**config.mk**
```make
export PLATFORM = sky130hd
export DESIGN_NAME = bang_bang_position_drive
export DESIGN_NICKNAME = d
export VERILOG_FILES = /design/src/bbpd_pkg.sv /design/src/bbpd_cfg_regs.sv /design/src/bbpd_in_stage.sv /design/src/bbpd_core.sv /design/src/bang_bang_position_drive.sv
export SDC_FILE = /design/constraint.sdc
export NUM_CORES = 1
export LEC_CHECK = 0
export ABC_AREA = 1
export BUFFER_PORTS_ARGS = -buffer_cell sky130_fd_sc_hd__buf_2
export CORE_MARGIN = 2
export CORE_UTILIZATION = 33
export CTS_BUF_LIST = sky130_fd_sc_hd__clkbuf_8
export DETAILED_ROUTE_END_ITERATION = 10
export PLACE_DENSITY_LB_ADDON = 0.25
export SETUP_SLACK_MARGIN = 0.1
export SLEW_MARGIN = 10
export SYNTH_ARGS = -nofsm -noshare
export SYNTH_HDL_FRONTEND = slang
export SYNTH_SLANG_ARGS = --single-unit
```
**constraint.sdc**
```tcl
create_clock -name clk -period 11.5 [get_ports clk]
set_clock_uncertainty 0.2 [all_clocks]
set_input_delay 0 -clock clk [delete_from_list [all_inputs] [get_ports clk]]
set_output_delay 0 -clock clk [all_outputs]
set_load 0.05 [all_outputs]
```
**src/bbpd_pkg.sv**
```systemverilog
// ----------------------------------------------------------------------------
// bbpd_pkg
// Shared types and constants for the bang-bang position drive: payload
// structs, configuration block, direction and register index codes.
// ----------------------------------------------------------------------------
`default_nettype none

package bbpd_pkg;

    // Default values for the top-level parameters
    localparam int RAMP_PERIOD_MS_DEF  = 10;
    localparam int PULSE_CYCLE_LEN_DEF = 30;
    localparam int PULSE_ON_STEPS_DEF  = 5;

    // Soft-start level in thousandths
    localparam int LEVEL_W     = 10;
    localparam int LEVEL_FULL  = 1000;
    localparam int LEVEL_START = 400;

    // Configuration field widths and reset values
    localparam int DEADBAND_W      = 15;
    localparam int PERIOD_W        = 10;
    localparam int CFG_DATA_W      = 16;
    localparam int CFG_INDEX_W     = 2;
    localparam int DEADBAND_RST    = 50;
    localparam int PERIOD_RST      = 150;

    // Error path width: four 16-bit terms summed
    localparam int ERR_W = 18;

    typedef enum logic [1:0] {
        DIR_STOP = 2'd0,
        DIR_FWD  = 2'd1,
        DIR_REV  = 2'd2
    } dir_t;

    typedef enum logic [CFG_INDEX_W-1:0] {
        CFG_ENABLE_DRIVE = 2'd0,
        CFG_DEADBAND     = 2'd1,
        CFG_POS_BIAS     = 2'd2,
        CFG_CTRL_PERIOD  = 2'd3
    } cfg_idx_t;

    typedef struct packed {
        logic signed [15:0] target_pos;
        logic signed [15:0] actual_pos;
        logic signed [15:0] extra_offset;
        logic               extra_offset_valid;
    } tick_t;

    typedef struct packed {
        logic [LEVEL_W-1:0] drive_a_duty;
        logic [LEVEL_W-1:0] drive_b_duty;
        logic [1:0]         motion_dir;
    } result_t;

    typedef struct packed {
        logic                  enable_drive;
        logic [DEADBAND_W-1:0] deadband;
        logic signed [15:0]    position_bias;
        logic [PERIOD_W-1:0]   control_period_ms;
    } cfg_t;

endpackage

`default_nettype wire

```
**src/bbpd_cfg_regs.sv**
```systemverilog
// ----------------------------------------------------------------------------
// bbpd_cfg_regs
// Configuration register file; takes one write per cycle, always ready.
// ----------------------------------------------------------------------------
`default_nettype none

module bbpd_cfg_regs
    import bbpd_pkg::*;
(
    input  wire logic                   clk,
    input  wire logic                   rst_n,
    input  wire logic                   cfg_valid,
    output logic                        cfg_ready,
    input  wire logic [CFG_INDEX_W-1:0] cfg_index,
    input  wire logic [CFG_DATA_W-1:0]  cfg_data,
    output cfg_t                        cfg
);

    cfg_t cfg_reg;

    assign cfg_ready = 1'b1;
    assign cfg      = cfg_reg;

    // Write the addressed register on each transfer
    always_ff @(posedge clk or negedge rst_n)
    begin
        if (!rst_n)
        begin
            cfg_reg.enable_drive      <= 1'b0;
            cfg_reg.deadband          <= DEADBAND_W'(DEADBAND_RST);
            cfg_reg.position_bias     <= '0;
            cfg_reg.control_period_ms <= PERIOD_W'(PERIOD_RST);
        end
        else if (cfg_valid)
        begin
            case (cfg_idx_t'(cfg_index))
                CFG_ENABLE_DRIVE: cfg_reg.enable_drive      <= cfg_data[0];
                CFG_DEADBAND:     cfg_reg.deadband          <= cfg_data[DEADBAND_W-1:0];
                CFG_POS_BIAS:     cfg_reg.position_bias     <= signed'(cfg_data);
                CFG_CTRL_PERIOD:  cfg_reg.control_period_ms <= cfg_data[PERIOD_W-1:0];
                default:          cfg_reg                   <= cfg_reg;
            endcase
        end
    end

endmodule

`default_nettype wire

```
**src/bbpd_in_stage.sv**
```systemverilog
// ----------------------------------------------------------------------------
// bbpd_in_stage
// Input register: captures one tick and holds it until the core takes it.
// ----------------------------------------------------------------------------
`default_nettype none

module bbpd_in_stage
    import bbpd_pkg::*;
(
    input  wire logic  clk,
    input  wire logic  rst_n,
    input  wire logic  tick_valid,
    output logic       tick_ready,
    input  tick_t      tick,
    output logic       stage_valid,
    output tick_t      stage_item,
    input  wire logic  stage_ready
);

    logic  valid_reg;
    tick_t item_reg;
    logic  load;

    // Accept when empty or when the held tick moves on this cycle
    assign tick_ready  = !valid_reg || stage_ready;
    assign load        = tick_valid && tick_ready;
    assign stage_valid = valid_reg;
    assign stage_item  = item_reg;

    // Track occupancy
    always_ff @(posedge clk or negedge rst_n)
    begin
        if (!rst_n)
        begin
            valid_reg <= 1'b0;
        end
        else if (load)
        begin
            valid_reg <= 1'b1;
        end
        else if (stage_ready)
        begin
            valid_reg <= 1'b0;
        end
    end

    // Capture payload on transfer
    always_ff @(posedge clk)
    begin
        if (load)
        begin
            item_reg <= tick;
        end
    end

endmodule

`default_nettype wire

```
**src/bbpd_core.sv**
```systemverilog
// ----------------------------------------------------------------------------
// bbpd_core
// Per-tick update: ramp timer and soft-start level, duty refresh, control
// timer, pulse step, error and direction choice, then the result register.
// ----------------------------------------------------------------------------
`default_nettype none

module bbpd_core
    import bbpd_pkg::*;
#(
    parameter int RAMP_PERIOD_MS  = RAMP_PERIOD_MS_DEF,
    parameter int PULSE_CYCLE_LEN = PULSE_CYCLE_LEN_DEF,
    parameter int PULSE_ON_STEPS  = PULSE_ON_STEPS_DEF
)
(
    input  wire logic  clk,
    input  wire logic  rst_n,
    input  cfg_t       cfg,
    input  wire logic  item_valid,
    output logic       item_ready,
    input  tick_t      item,
    output logic       result_valid,
    input  wire logic  result_ready,
    output result_t    result
);

    localparam int RAMP_TW       = (RAMP_PERIOD_MS > 1) ? $clog2(RAMP_PERIOD_MS) : 1;
    localparam int RAMP_STEP_RAW = ((LEVEL_FULL - LEVEL_START) * RAMP_PERIOD_MS) / 3000;
    localparam int RAMP_STEP     = (RAMP_STEP_RAW == 0) ? 1 : RAMP_STEP_RAW;
    localparam int PULSE_W       = $clog2(PULSE_CYCLE_LEN);
    localparam int ON_W          = 7;

    // State
    logic [RAMP_TW-1:0]  ramp_tick_count_reg,    ramp_tick_count_next;
    logic [PERIOD_W-1:0] control_tick_count_reg, control_tick_count_next;
    logic [PULSE_W-1:0]  pulse_step_reg,         pulse_step_next;
    dir_t                direction_reg,          direction_next;
    logic [LEVEL_W-1:0]  ramp_level_reg,         ramp_level_next;
    logic [LEVEL_W-1:0]  duty_a_hold_reg,        duty_a_hold_next;
    logic [LEVEL_W-1:0]  duty_b_hold_reg,        duty_b_hold_next;

    logic    result_valid_reg;
    result_t result_reg;
    logic    advance;

    // Intermediate terms
    logic                 ramp_fire;
    logic [LEVEL_W:0]     level_sum;
    logic [LEVEL_W-1:0]   level_ramped;
    logic [PERIOD_W-1:0]  period_eff;
    logic                 ctrl_fire;
    logic [PULSE_W:0]     pulse_inc;
    logic                 pulse_on;
    logic signed [ERR_W-1:0] err;
    logic [ERR_W-1:0]     mag;
    logic [ERR_W-1:0]     triple_db;
    dir_t                 dir_pick;

    // Move a tick in when the result slot is free or being drained
    assign item_ready   = !result_valid_reg || result_ready;
    assign advance      = item_valid && item_ready;
    assign result_valid = result_valid_reg;
    assign result       = result_reg;

    // Ramp timer, soft-start level and duty refresh
    always_comb
    begin
        ramp_fire = ({1'b0, ramp_tick_count_reg} + 1'b1) >= (RAMP_TW+1)'(RAMP_PERIOD_MS);
        level_sum = {1'b0, ramp_level_reg} + (LEVEL_W+1)'(RAMP_STEP);
        if (level_sum > (LEVEL_W+1)'(LEVEL_FULL))
        begin
            level_ramped = LEVEL_W'(LEVEL_FULL);
        end
        else
        begin
            level_ramped = level_sum[LEVEL_W-1:0];
        end

        ramp_tick_count_next = ramp_fire ? '0 : ramp_tick_count_reg + 1'b1;
        duty_a_hold_next     = duty_a_hold_reg;
        duty_b_hold_next     = duty_b_hold_reg;
        if (ramp_fire)
        begin
            duty_a_hold_next = '0;
            duty_b_hold_next = '0;
            if (cfg.enable_drive && (level_ramped != '0))
            begin
                if (direction_reg == DIR_FWD)
                begin
                    duty_a_hold_next = level_ramped;
                end
                else if (direction_reg == DIR_REV)
                begin
                    duty_b_hold_next = level_ramped;
                end
            end
        end
    end

    // Control timer, pulse step, error and direction choice
    always_comb
    begin
        period_eff = (cfg.control_period_ms == '0) ? PERIOD_W'(1) : cfg.control_period_ms;
        ctrl_fire  = ({1'b0, control_tick_count_reg} + 1'b1) >= {1'b0, period_eff};
        control_tick_count_next = ctrl_fire ? '0 : control_tick_count_reg + 1'b1;

        pulse_inc = {1'b0, pulse_step_reg} + 1'b1;
        if (pulse_inc == (PULSE_W+1)'(PULSE_CYCLE_LEN))
        begin
            pulse_inc = '0;
        end
        pulse_on = ON_W'(pulse_inc) < ON_W'(PULSE_ON_STEPS);

        err = ERR_W'(cfg.position_bias) - ERR_W'(item.target_pos) - ERR_W'(item.actual_pos);
        if (item.extra_offset_valid)
        begin
            err = err + ERR_W'(item.extra_offset);
        end
        mag       = err[ERR_W-1] ? ERR_W'(-err) : ERR_W'(err);
        triple_db = {3'b000, cfg.deadband} + {2'b00, cfg.deadband, 1'b0};

        if (mag < ERR_W'(cfg.deadband))
        begin
            dir_pick = DIR_STOP;
        end
        else if (pulse_on || (mag > triple_db))
        begin
            dir_pick = (err > 0) ? DIR_FWD : DIR_REV;
        end
        else
        begin
            dir_pick = DIR_STOP;
        end

        pulse_step_next = pulse_step_reg;
        direction_next  = direction_reg;
        ramp_level_next = ramp_fire ? level_ramped : ramp_level_reg;
        if (ctrl_fire)
        begin
            pulse_step_next = pulse_inc[PULSE_W-1:0];
            direction_next  = dir_pick;
            if ((dir_pick != DIR_STOP) && (dir_pick != direction_reg))
            begin
                ramp_level_next = LEVEL_W'(LEVEL_START);
            end
        end
    end

    // Advance state on each tick taken
    always_ff @(posedge clk or negedge rst_n)
    begin
        if (!rst_n)
        begin
            ramp_tick_count_reg    <= '0;
            control_tick_count_reg <= '0;
            pulse_step_reg         <= '0;
            direction_reg          <= DIR_STOP;
            ramp_level_reg         <= '0;
            duty_a_hold_reg        <= '0;
            duty_b_hold_reg        <= '0;
        end
        else if (advance)
        begin
            ramp_tick_count_reg    <= ramp_tick_count_next;
            control_tick_count_reg <= control_tick_count_next;
            pulse_step_reg         <= pulse_step_next;
            direction_reg          <= direction_next;
            ramp_level_reg         <= ramp_level_next;
            duty_a_hold_reg        <= duty_a_hold_next;
            duty_b_hold_reg        <= duty_b_hold_next;
        end
    end

    // Result slot occupancy
    always_ff @(posedge clk or negedge rst_n)
    begin
        if (!rst_n)
        begin
            result_valid_reg <= 1'b0;
        end
        else if (advance)
        begin
            result_valid_reg <= 1'b1;
        end
        else if (result_ready)
        begin
            result_valid_reg <= 1'b0;
        end
    end

    // Load result payload
    always_ff @(posedge clk)
    begin
        if (advance)
        begin
            result_reg.drive_a_duty <= duty_a_hold_next;
            result_reg.drive_b_duty <= duty_b_hold_next;
            result_reg.motion_dir   <= direction_next;
        end
    end

endmodule

`default_nettype wire

```
**src/bang_bang_position_drive.sv**
```systemverilog
// ----------------------------------------------------------------------------
// bang_bang_position_drive
// Bang-bang position drive with soft-start ramp; one tick in, one result out.
// ----------------------------------------------------------------------------
//  Channel   Signals                                   Transfer when
//  tick      tick_valid / tick_ready / tick            tick_valid && tick_ready
//  result    result_valid / result_ready / result      result_valid && result_ready
//  cfg       cfg_valid / cfg_ready / cfg_index/data    cfg_valid && cfg_ready
//
//  A tick passes from transfer through the input register, then the update
//  logic into the result register. One tick per cycle is sustained while results are taken.
//  Reset clears all timers, level and duties; direction resets to stop.
//  A stalled result holds in its register while the input register still
//  takes one more tick; cfg_ready is always high.
// ----------------------------------------------------------------------------
`default_nettype none

module bang_bang_position_drive
    import bbpd_pkg::*;
#(
    parameter int RAMP_PERIOD_MS  = RAMP_PERIOD_MS_DEF,
    parameter int PULSE_CYCLE_LEN = PULSE_CYCLE_LEN_DEF,
    parameter int PULSE_ON_STEPS  = PULSE_ON_STEPS_DEF
)
(
    input  wire logic                   clk,
    input  wire logic                   rst_n,
    input  wire logic                   tick_valid,
    output logic                        tick_ready,
    input  tick_t                       tick,
    output logic                        result_valid,
    input  wire logic                   result_ready,
    output result_t                     result,
    input  wire logic                   cfg_valid,
    output logic                        cfg_ready,
    input  wire logic [CFG_INDEX_W-1:0] cfg_index,
    input  wire logic [CFG_DATA_W-1:0]  cfg_data
);

    cfg_t  cfg;
    logic  stage_valid;
    logic  stage_ready;
    tick_t stage_item;

    bbpd_cfg_regs u_cfg_regs (
        .clk       (clk),
        .rst_n     (rst_n),
        .cfg_valid (cfg_valid),
        .cfg_ready (cfg_ready),
        .cfg_index (cfg_index),
        .cfg_data  (cfg_data),
        .cfg       (cfg)
    );

    bbpd_in_stage u_in_stage (
        .clk         (clk),
        .rst_n       (rst_n),
        .tick_valid  (tick_valid),
        .tick_ready  (tick_ready),
        .tick        (tick),
        .stage_valid (stage_valid),
        .stage_item  (stage_item),
        .stage_ready (stage_ready)
    );

    bbpd_core #(
        .RAMP_PERIOD_MS  (RAMP_PERIOD_MS),
        .PULSE_CYCLE_LEN (PULSE_CYCLE_LEN),
        .PULSE_ON_STEPS  (PULSE_ON_STEPS)
    ) u_core (
        .clk          (clk),
        .rst_n        (rst_n),
        .cfg          (cfg),
        .item_valid   (stage_valid),
        .item_ready   (stage_ready),
        .item         (stage_item),
        .result_valid (result_valid),
        .result_ready (result_ready),
        .result       (result)
    );

    // Both bridge legs never drive at once
    assert property (@(posedge clk) disable iff (!rst_n)
        result_valid |-> (result.drive_a_duty == '0) || (result.drive_b_duty == '0))
        else $error("both bridge legs driven");

    // Duty never exceeds full scale
    assert property (@(posedge clk) disable iff (!rst_n)
        result_valid |-> (result.drive_a_duty <= LEVEL_W'(LEVEL_FULL))
                      && (result.drive_b_duty <= LEVEL_W'(LEVEL_FULL)))
        else $error("duty above full scale");

    // Input side stalls only when both registers are full and output is blocked
    assert property (@(posedge clk) disable iff (!rst_n)
        !tick_ready |-> result_valid && !result_ready)
        else $error("input stalled with room in pipeline");

endmodule

`default_nettype wire

```
Yosys cells after proc, flatten, opt, wreduce, memory -nomap -nowiden
Cells that the tools add are included.
{"block": "classes", "n_mux": 25, "n_eq_ne": 7, "add_sub_neg": 11, "n_reduce_logical": 20, "n_lt_le_gt_ge": 7}
{"operator": "$mux W10", "n": 13}
{"operator": "$mux W18", "n": 2}
{"operator": "$add A18 B16 Y18", "n": 1}
{"operator": "$gt A18 B1 Y1 const B", "n": 1}
{"operator": "$gt A18 B18 Y1", "n": 1}
{"operator": "$lt A18 B15 Y1", "n": 1}
{"operator": "$neg A18 Y18", "n": 1}
{"operator": "$sub A17 B16 Y18", "n": 1}
{"operator": "$add A15 B16 Y17", "n": 1}
{"operator": "$sub A16 B16 Y17", "n": 1}
{"operator": "$add A10 B1 Y11 const B", "n": 1}
{"operator": "$add A10 B2 Y11 const B", "n": 1}
{"operator": "$ge A11 B10 Y1", "n": 1}
{"operator": "$gt A11 B10 Y1 const B", "n": 1}
{"operator": "$add A10 B1 Y10 const B", "n": 1}
{"operator": "$logic_not A10 Y1", "n": 1}
{"operator": "$reduce_and A2 Y1", "n": 5}
{"operator": "$reduce_bool A10 Y1", "n": 1}
{"operator": "$mux W2", "n": 4}
{"operator": "$add A5 B1 Y6 const B", "n": 1}
{"operator": "$eq A2 B2 Y1 const B", "n": 3}
{"operator": "$eq A6 B5 Y1 const B", "n": 1}
{"operator": "$lt A6 B3 Y1 const B", "n": 1}
{"operator": "$mux W6", "n": 1}
{"operator": "other kinds (12)", "n": 24}
{"block": "totals", "elab_cells": 90, "input_bits": 72, "out_inout_bits": 25, "ff_bits": 166}

Depth between registers and ports, before layout
Gate-level depths: netlist (run 1).
{"block": "logic_depth", "ltp_word": 14, "depth_mapped": 43, "depth_no_buf": 43}

Cells and area by module
From an unflattened synthesis (run 1), not the netlist that was laid out.
{"block": "hier_totals", "hier_cells": 1528, "area_unflattened_um2": 11944.0}
{"module": "bbpd_core", "area_per_inst_um2": 8593.2, "cells_each": 1281, "seq_area_each_um2": 1961.9, "instances": 1}
{"module": "bbpd_cfg_regs", "area_per_inst_um2": 1834.3, "cells_each": 192, "seq_area_each_um2": 1059.8, "instances": 1}
{"module": "bbpd_in_stage", "area_per_inst_um2": 1516.5, "cells_each": 55, "seq_area_each_um2": 1496.4, "instances": 1}

Least setup slack after synthesis (run 1)
Ideal clock, no wire load.
{"block": "synth_timing", "path_kind": "register to register", "start": "reg u_cfg_regs.cfg_reg (netlist bit u_cfg_regs.cfg[20])", "end": "reg u_core.ramp_level_reg[4]", "required_ps": 11183, "path_buffers": 1, "stages_incl_launch_ff": 40, "path_slack_ps": 6013, "period_less_slack_ps": 5487, "arrival_time_ps": 5170, "setup_ps": 117, "path_cell_list": "dfrtp_1 fa_1 ha_1 nand2_1 inv_2 nand2_1 inv_1 a21oi_1 nand2_1 a21oi_1 inv_1 nand2_1 nand2_1 ha_1 nand3_1 a21oi_1 nor2_1 nand3b_1 (+4 left out) nor2_1 xor2_1 inv_1 ha_1 a21oi_1 o31ai_1 nand2_1 nand4_1 a21oi_1 nor2_1 o31ai_1 nand3b_1 nor2_1 a21oi_1 nand4_2 nand2_4 o21ai_1 inv_1"}
{"block": "synth_between", "elab_chain_len": 14, "elab_cells_between_ends": 18, "classes_between": "4 x add/sub; 3 x order compare; 1 x eq/ne; 7 x mux; 3 x reduce/logical"}
{"item": "from (decl)", "line": "bbpd_cfg_regs.sv:19", "text": "cfg_t cfg_reg;"}
{"item": "from (signal assigned)", "line": "bbpd_cfg_regs.sv:41", "text": "default: cfg_reg <= cfg_reg;"}
{"item": "$sub A16 B16 Y17 *", "line": "bbpd_core.sv:114", "text": "err = ERR_W'(cfg.position_bias) - ERR_W'(item.target_pos) - ERR_W'(item.actual_pos);"}
{"item": "$sub A17 B16 Y18 *", "line": "bbpd_core.sv:114"}
{"item": "$add A18 B16 Y18", "line": "bbpd_core.sv:117", "text": "err = err + ERR_W'(item.extra_offset);"}
{"item": "$mux W18 *", "line": "bbpd_core.sv:115", "text": "if (item.extra_offset_valid)"}
{"item": "$neg A18 Y18", "line": "bbpd_core.sv:119", "text": "mag = err[ERR_W-1] ? ERR_W'(-err) : ERR_W'(err);"}
{"item": "$mux W18", "line": "bbpd_core.sv:119"}
{"item": "$gt A18 B18 Y1", "line": "bbpd_core.sv:126", "text": "else if (pulse_on || (mag > triple_db))"}
{"item": "$logic_or A1 B1 Y1", "line": "bbpd_core.sv:126"}
{"item": "$mux W2", "line": "bbpd_core.sv:126"}
{"item": "$mux W2 *", "line": "bbpd_core.sv:122", "text": "if (mag < ERR_W'(cfg.deadband))"}
{"item": "$ne A2 B2 Y1 / $reduce_bool A2 Y1 (equally long branches)", "line": "bbpd_core.sv:142", "text": "if ((dir_pick != DIR_STOP) && (dir_pick != direction_reg))"}
{"item": "$logic_and A1 B1 Y1 *", "line": "bbpd_core.sv:142"}
{"item": "$mux W10 *", "line": "bbpd_core.sv:142"}
{"item": "$mux W10 *", "line": "bbpd_core.sv:138", "text": "if (ctrl_fire)"}
{"item": "to (signal assigned)", "line": "bbpd_core.sv:168", "text": "ramp_level_reg <= ramp_level_next;"}
{"item": "to (decl)", "line": "bbpd_core.sv:38", "text": "logic [LEVEL_W-1:0] ramp_level_reg, ramp_level_next;"}
Every way passes the cells marked *; elsewhere a longest branch is shown, timed or not.
A chain may end at the register's enable or synchronous reset.

Final worst setup path (run 1)
{"block": "layout_timing", "start": "reg u_cfg_regs.cfg_reg (netlist bit u_cfg_regs.cfg[13])", "end": "reg u_core.ramp_level_reg[4]"}
Same word-level chain as after synthesis.

==> impl_metrics.json, run 1 <==
{
  "final_max_slew_viol_count": 0,
  "p_leak_nw": 7.12,
  "outcome": "finished, final reports clean",
  "start_util_pct": 33.6,
  "n_antenna_cell": 0,
  "netlist_instances": 1487,
  "ys_warn_count": 0,
  "hold_start": "tick[22]",
  "place.port_buffers": 95,
  "cts_buffers": 17,
  "clock_path_buffers": 2,
  "worst_pin_slew_ns": 1.01,
  "drtAntennaViolNets": 0,
  "hp-class": "input port to flop",
  "met1Wirelength_mm": 15.0,
  "clk_pin_slew_ns": 0.12,
  "worstSetupStartpoint": "u_cfg_regs.cfg[13]",
  "largest_reg_flops": 49,
  "final_cell_mix": "359 x nand2_1, 272 x inv_1, 117 x dlygate4sd3_1",
  "crit_required_ns": 11.72,
  "die_y_um": 192,
  "grt_pass1_wl_mm": 49.0,
  "grt_use_total_pct": 17.1,
  "rsz0062_at_grt": "no",
  "min_path_cells": 2,
  "cts_sinks": 166,
  "async_reset_ff_share_pct": 57.2,
  "slew_headroom_pct": 32.2,
  "worstRegToRegCells": 39,
  "min_to": "u_in_stage.stage_item[22]",
  "grt_pass1_vias": 9595,
  "root_buffer": "clkbuf_8",
  "fin_crit_sh_pct": 58.0,
  "rrSetupSlack_ns": 4.83,
  "gr-total-overflow": 0,
  "clk-insertion-delay-late_ns": 0.52,
  "dieArea_um2": 36800,
  "cp-end-kind": "flop",
  "wl_met3_mm": 1.50,
  "htree_levels": 4,
  "final_common_cell": "nand2_1",
  "seq_area_frac_synth_pct": 38.8,
  "gp_congestion": 0.886,
  "wirelength_mm": 30.2,
  "final_layout_size_suffix_gt1_share_pct": 10.2,
  "wl_per_cell_um": 14.0,
  "fin_crit_ns": 6.67,
  "r2r_end": "u_core.ramp_level_reg[4]",
  "synth_edf_count": 71,
  "dp_hpwl_mm": 22.6,
  "crit_slowest_cell": "fa_1",
  "top_layer": "met4",
  "pre_cts_ws_ns": 4.88,
  "syn_area_per_cell_um2": 7.83,
  "report.final.hold_viol_count": 0,
  "worst_slack_ns": 4.83,
  "coreArea_um2": 34600,
  "antenna_found_initial": 1,
  "p_per_area_nw_per_um2": 256,
  "ys_seq_elements": 166,
  "synth_flop_cell": "dfrtp_1",
  "drv_cap": 0,
  "synth_area_um2": 11600,
  "ir_worst_vdd_uv": 144,
  "fin_tns_setup_ns": 0,
  "dr.pass1.iters": 5,
  "cts_tree": "yes",
  "met2_length_mm": 13.3,
  "fmax_mhz": 150,
  "row_count": 68,
  "io_pins": 97,
  "max_stage_delay_ns": 0.51,
  "synth_fp_nets": 1675,
  "setup_viol": 0,
  "num-nets-final": 1883,
  "grt_max_degree": 93,
  "drcViolationCount": 0,
  "p_total_mw": 3.63,
  "avgViaCountPerCell": 4.64,
  "reg2reg_from": "u_cfg_regs.cfg[13]",
  "cp-start-kind": "flop",
  "synthDistinctLibCells": 53,
  "fin_hold_ws_ns": 0.0522,
  "die_w_um": 192,
  "area_growth_pct": 22.0,
  "arrival_ns": 6.89,
  "via_count": 10000,
  "crit_type": "flop to flop",
  "cp_common_cell": "nand2_1",
  "drtIter0Drc": 595,
  "critPathMaxFanout": 12
}
==> stage by stage <==
step	util (%)	cell area, um2	instances
after floorplan	-	11600	1487
after global placement	36.4	12600	2013
after detailed placement	36.4	12600	2013
after CTS	41.0	14200	2162
after global routing	41.0	14200	2163
final	41.0	14200	2163
==> worst max-delay path by stage <==
stage	endpoint	slack, ns	cells after the start
CTS	u_core.ramp_level_reg[4]	4.87	39
floorplan	u_core.ramp_level_reg[4]	6.01	39
finish	u_core.ramp_level_reg[4]	4.83	39
global route	u_core.ramp_level_reg[4]	4.13	39
global placement	u_core.ramp_level_reg[4]	4.97	40
detailed placement	u_core.ramp_level_reg[4]	4.88	40
==> logic make-up after synthesis <==
logic type	synth area share, %
simple gates	23.5
buf+inv	10.3
compound gates	10.1
flops	38.8
fa+ha+maj	13.6
xor+xnor	3.53
other cells	0.0322
mux	0.0967
==> synthesized netlist by cell type, types with 3 or more instances <==
library cell,instances,area (um2)
fa_1,18,360
or2_2,4,25.0
o211ai_1,8,60.1
a21oi_1,57,285
clkbuf_1,19,71.3
o31ai_1,5,37.5
ha_1,98,1230
a21o_1,3,22.5
nand4_1,21,131
nand3b_1,7,52.6
dfrtp_1,88,2200
dfstp_2,7,184
o22ai_1,23,144
nand2_1,359,1350
xor2_1,36,315
edfxtp_1,71,2130
a31oi_1,4,25.0
inv_2,10,37.5
o21bai_1,4,30.0
buf_4,3,22.5
nor3_1,14,70.1
nand3_1,113,566
nand2_2,4,25.0
nor2_1,81,304
buf_1,4,15.0
inv_1,273,1020
o21ai_1,16,80.1
o21ai_0,84,420
and2_1,11,68.8
nor3b_1,3,22.5
nand3_2,3,30.0
xnor2_1,9,78.8
==> layout make-up <==
| type | instances | area (um2) |
|---|---|---|
| flip-flops and latches | 166 | 4520 |
| clock buffers | 17 | 234 |
| inverters | 285 | 1070 |
| fillers | 3532 | 20400 |
| well taps | 455 | 569 |
| repair buffers | 218 | 1710 |
| clock inverters | 15 | 180 |
| multi-input cells | 1007 | 5920 |
==> critical path, delay by kind of cell, from the launching register on <==
family          cells  cell delay [ns]
fa+ha+maj           4             1.52
simple gates       20             2.00
buf+inv             5             0.54
xor+xnor            3             0.84
flops               1             0.44
compound gates      7             1.06
==> routing by layer <==
layer / vias to the layer above / global-route usage, %
li1: 5225 / -
met1: 4583 / 24.0
met2: 192 / 26.8
met3: 27 / 3.36
met4: 0 / 4.53
met5: - / 0
==> timing repair <==
item                                   4_1_cts  5_1_grt
setup buffers                                0        0
hold buffers                               117        1
resized for setup                            0        0
endpoints found under the hold margin      185        1
==> power by group <==
part / switching (mW) / internal (mW) / total, mW
sequential: 0.0909 / 0.771 / 0.862
clock: 0.263 / 0.202 / 0.465
combinational: 1.48 / 0.823 / 2.31
No activity file was read; power rests on OpenSTA's default activity.
==> inputs of run 2 (changes only) <==
- ABC_AREA: 1 -> 0
- clock period: 11.5 -> 6.9 ns (I/O delays scaled with it)
==> run 2 against run 1 <==
Compared with the run above:
- combinational power rose to 2.6 times the previous value
- core utilization increased by 5.0 points
- design area up 12%
- via count is 2.8% lower
- hold slack worse by 0.033 ns
- final cell count is 8.4% lower
- count of clock-buffer cells in the layout is the same
- sequential cell count stayed put
- synthesized cell count down 22%
- sequential share of layout area down 3.3 points
- critical endpoint unchanged
==> impl_metrics.json, run 2 <==
{
  "wirelength_mm": 30.9,
  "clkPwrFrac_pct": 9.6,
  "yosys.area_share.simple_pct": 15.0,
  "start_util_pct": 33.4,
  "cts_sinks": 166,
  "cts_tree": "yes",
  "ys_warn_count": 0,
  "fin_hold_ws_ns": 0.0188,
  "critPathBufInv": 5,
  "fin_tns_setup_ns": 0,
  "dr.pass1.iters": 4,
  "io_pins": 97,
  "reg2reg_from": "u_in_stage.stage_item[20]",
  "hold_start": "tick[36]",
  "coreArea_um2": 34500,
  "fin_cells": 1981,
  "htree_levels": 4,
  "die_w_um": 191,
  "dp_hpwl_mm": 22.6,
  "rsz0062_at_grt": "yes",
  "grt_pass1_vias": 9962,
  "switching_share_pct": 44.3,
  "grt_pass1_wl_mm": 50.1,
  "clk-insertion-delay-late_ns": 0.49,
  "critPathMaxFanout": 8,
  "crit_required_ns": 7.07,
  "hp-class": "input port to flop",
  "place_area_um2": 13500,
  "fmax_mhz": 146,
  "worstSetupStartpoint": "u_in_stage.stage_item[20]",
  "crit_slowest_cell": "or4b_4",
  "p_total_mw": 8.10,
  "yosys-top-cells-area": "dfrtp_1 19%, edfxtp_1 19%, ha_1 11%",
  "synth_commonest_cells": "140 x nand2_1, 98 x ha_1, 90 x inv_1",
  "place.port_buffers": 95,
  "syn_area_per_cell_um2": 9.92,
  "root_buffer": "clkbuf_8",
  "setup_viol": 0,
  "synth_adder_area_share_pct": 13.8,
  "synth_edf_count": 71,
  "min_path_cells": 2,
  "largest_reg_flops": 49,
  "synth_top_family_by_area": "compound AO/OA/AOI/OAI gates",
  "drcViolationCount": 0,
  "num-nets-final": 1701,
  "synth_area_um2": 11500,
  "report.final.hold_viol_count": 0,
  "n_antenna_cell": 0,
  "dieArea_um2": 36400,
  "r2r_end": "u_core.ramp_level_reg[4]",
  "cp-start-kind": "flop",
  "cp-end-kind": "flop",
  "worstRegToRegCells": 30,
  "grt_max_degree": 67,
  "final_layout_size_suffix_gt1_share_pct": 30.7,
  "gr-total-overflow": 0,
  "nFillCells": 3291,
  "muxShareOfSynthArea_pct": 5.88,
  "max_stage_delay_ns": 0.59,
  "p_sw_mw": 3.59,
  "p_int_mw": 4.51,
  "critical-path-top-delay-family": "simple AND/OR/NAND/NOR gates",
  "fin_crit_sh_pct": 99.3,
  "antenna_found_initial": 0,
  "outcome": "finished, final reports clean",
  "synthDistinctLibCells": 92,
  "synth_flop_cell": "dfrtp_1",
  "avgViaCountPerCell": 4.92,
  "crit_type": "flop to flop",
  "placed_cells": 1819,
  "pwr-share-seq_pct": 16.9,
  "ir_worst_vdd_uv": 269,
  "worst_pin_slew_ns": 1.22,
  "netlist_instances": 1160,
  "fin_area_um2": 15900,
  "ys_seq_elements": 166,
  "synth_most_common_cell": "nand2_1",
  "synth_fp_nets": 1348,
  "rrSetupSlack_ns": 0.05,
  "yosys.area.top_type": "dfrtp_1",
  "final_max_slew_viol_count": 0,
  "cts_buffers": 17,
  "seq_area_frac_synth_pct": 39.2,
  "row_count": 68,
  "area_growth_pct": 37.8,
  "slew_headroom_pct": 17.5,
  "drv_cap": 0,
  "die_y_um": 191,
  "clk_pin_slew_ns": 0.11,
  "netlist.area_leader.share_pct": 19.1,
  "drtAntennaViolNets": 0,
  "final_cell_mix": "149 x buf_4, 136 x nand2_1, 108 x dlygate4sd3_1",
  "p_leak_nw": 7.06,
  "fin_crit_ns": 6.85,
  "synth_compound_area_share_pct": 16.9,
  "gp_congestion": 0.888,
  "min_to": "u_in_stage.stage_item[36]",
  "arrival_ns": 7.02,
  "p_comb_share_pct": 73.5,
  "clock_path_buffers": 2,
  "synth-xor-area-share_pct": 4.95,
  "wl_per_cell_um": 15.6,
  "p_per_area_nw_per_um2": 511,
  "via_count": 9749,
  "async_reset_ff_share_pct": 57.2,
  "grt_use_total_pct": 17.4,
  "final_common_cell": "buf_4",
  "drtIter0Drc": 360
}
run 2: worst max path at each step:
| stage | slack [ns] | endpoint | depth (start not counted) |
|---|---|---|---|
| finish | 0.05 | u_core.ramp_level_reg[4] | 30 |
| global route | -0.31 | u_core.ramp_level_reg[4] | 30 |
| CTS | -0.15 | u_core.ramp_level_reg[4] | 29 |
| detailed placement | -0.51 | u_core.ramp_level_reg[4] | 35 |
| global placement | -0.42 | u_core.ramp_level_reg[4] | 25 |
| floorplan | 0.19 | u_core.ramp_level_reg[7] | 31 |
run 2: layout make-up:
cell class              instances  area, um2  area share [%]
clock inverters                15        205            1.29
inverters                      90        338            2.13
well taps                     455        569            3.59
flip-flops and latches        166       4520            28.5
clock buffers                  17        234            1.48
repair buffers                364       2840            17.9
multi-input cells             874       7150            45.1
run 2: power groups by stage:
stage                     Combinational, mW  Clock [mW]  Sequential [mW]
final                                  5.95       0.776             1.37
after detailed placement               4.99           0             1.39
after CTS                              5.40       0.798             1.37
after global routing                   6.58       0.836             1.39
after floorplan                        3.02           0             1.42
after global placement                 4.92           0             1.38
run 2: cell families after synthesis:
logic type,count (synthesis)
DFF,166
buffers and inverters,120
other,1
and+or+nand+nor,341
muxes,61
AOI/OAI and AO/OA,290
adders and majority gates,116
xor gates and xnor gates,65
run 2: per-stage QoR:
step / setup WS, ns / utilization, %
finish: 0.0515 / 46.0
global route: -0.309 / 46.0
CTS: -0.155 / 44.8
detailed placement: -0.506 / 39.1
global placement: -0.420 / 39.1
floorplan: 0.191 / -
run 2: what timing repair did:
item                                    CTS  global route
endpoints found under the hold margin   202             0
gates resized for setup                  57            77
setup buffers                            14             9
hold buffers                            109             0
endpoints found under the setup margin   14            14
pin swaps                                40            48
run 2: metal layers:
| layer | routed length [um] | up-vias | GRT usage [%] |
|---|---|---|---|
| li1 | - | 4892 | - |
| met2 | 15400 | 145 | 31.0 |
| met5 | 0 | - | 0 |
| met4 | 507 | 0 | 4.77 |
| met1 | 14100 | 4675 | 21.9 |
| met3 | 819 | 37 | 2.47 |
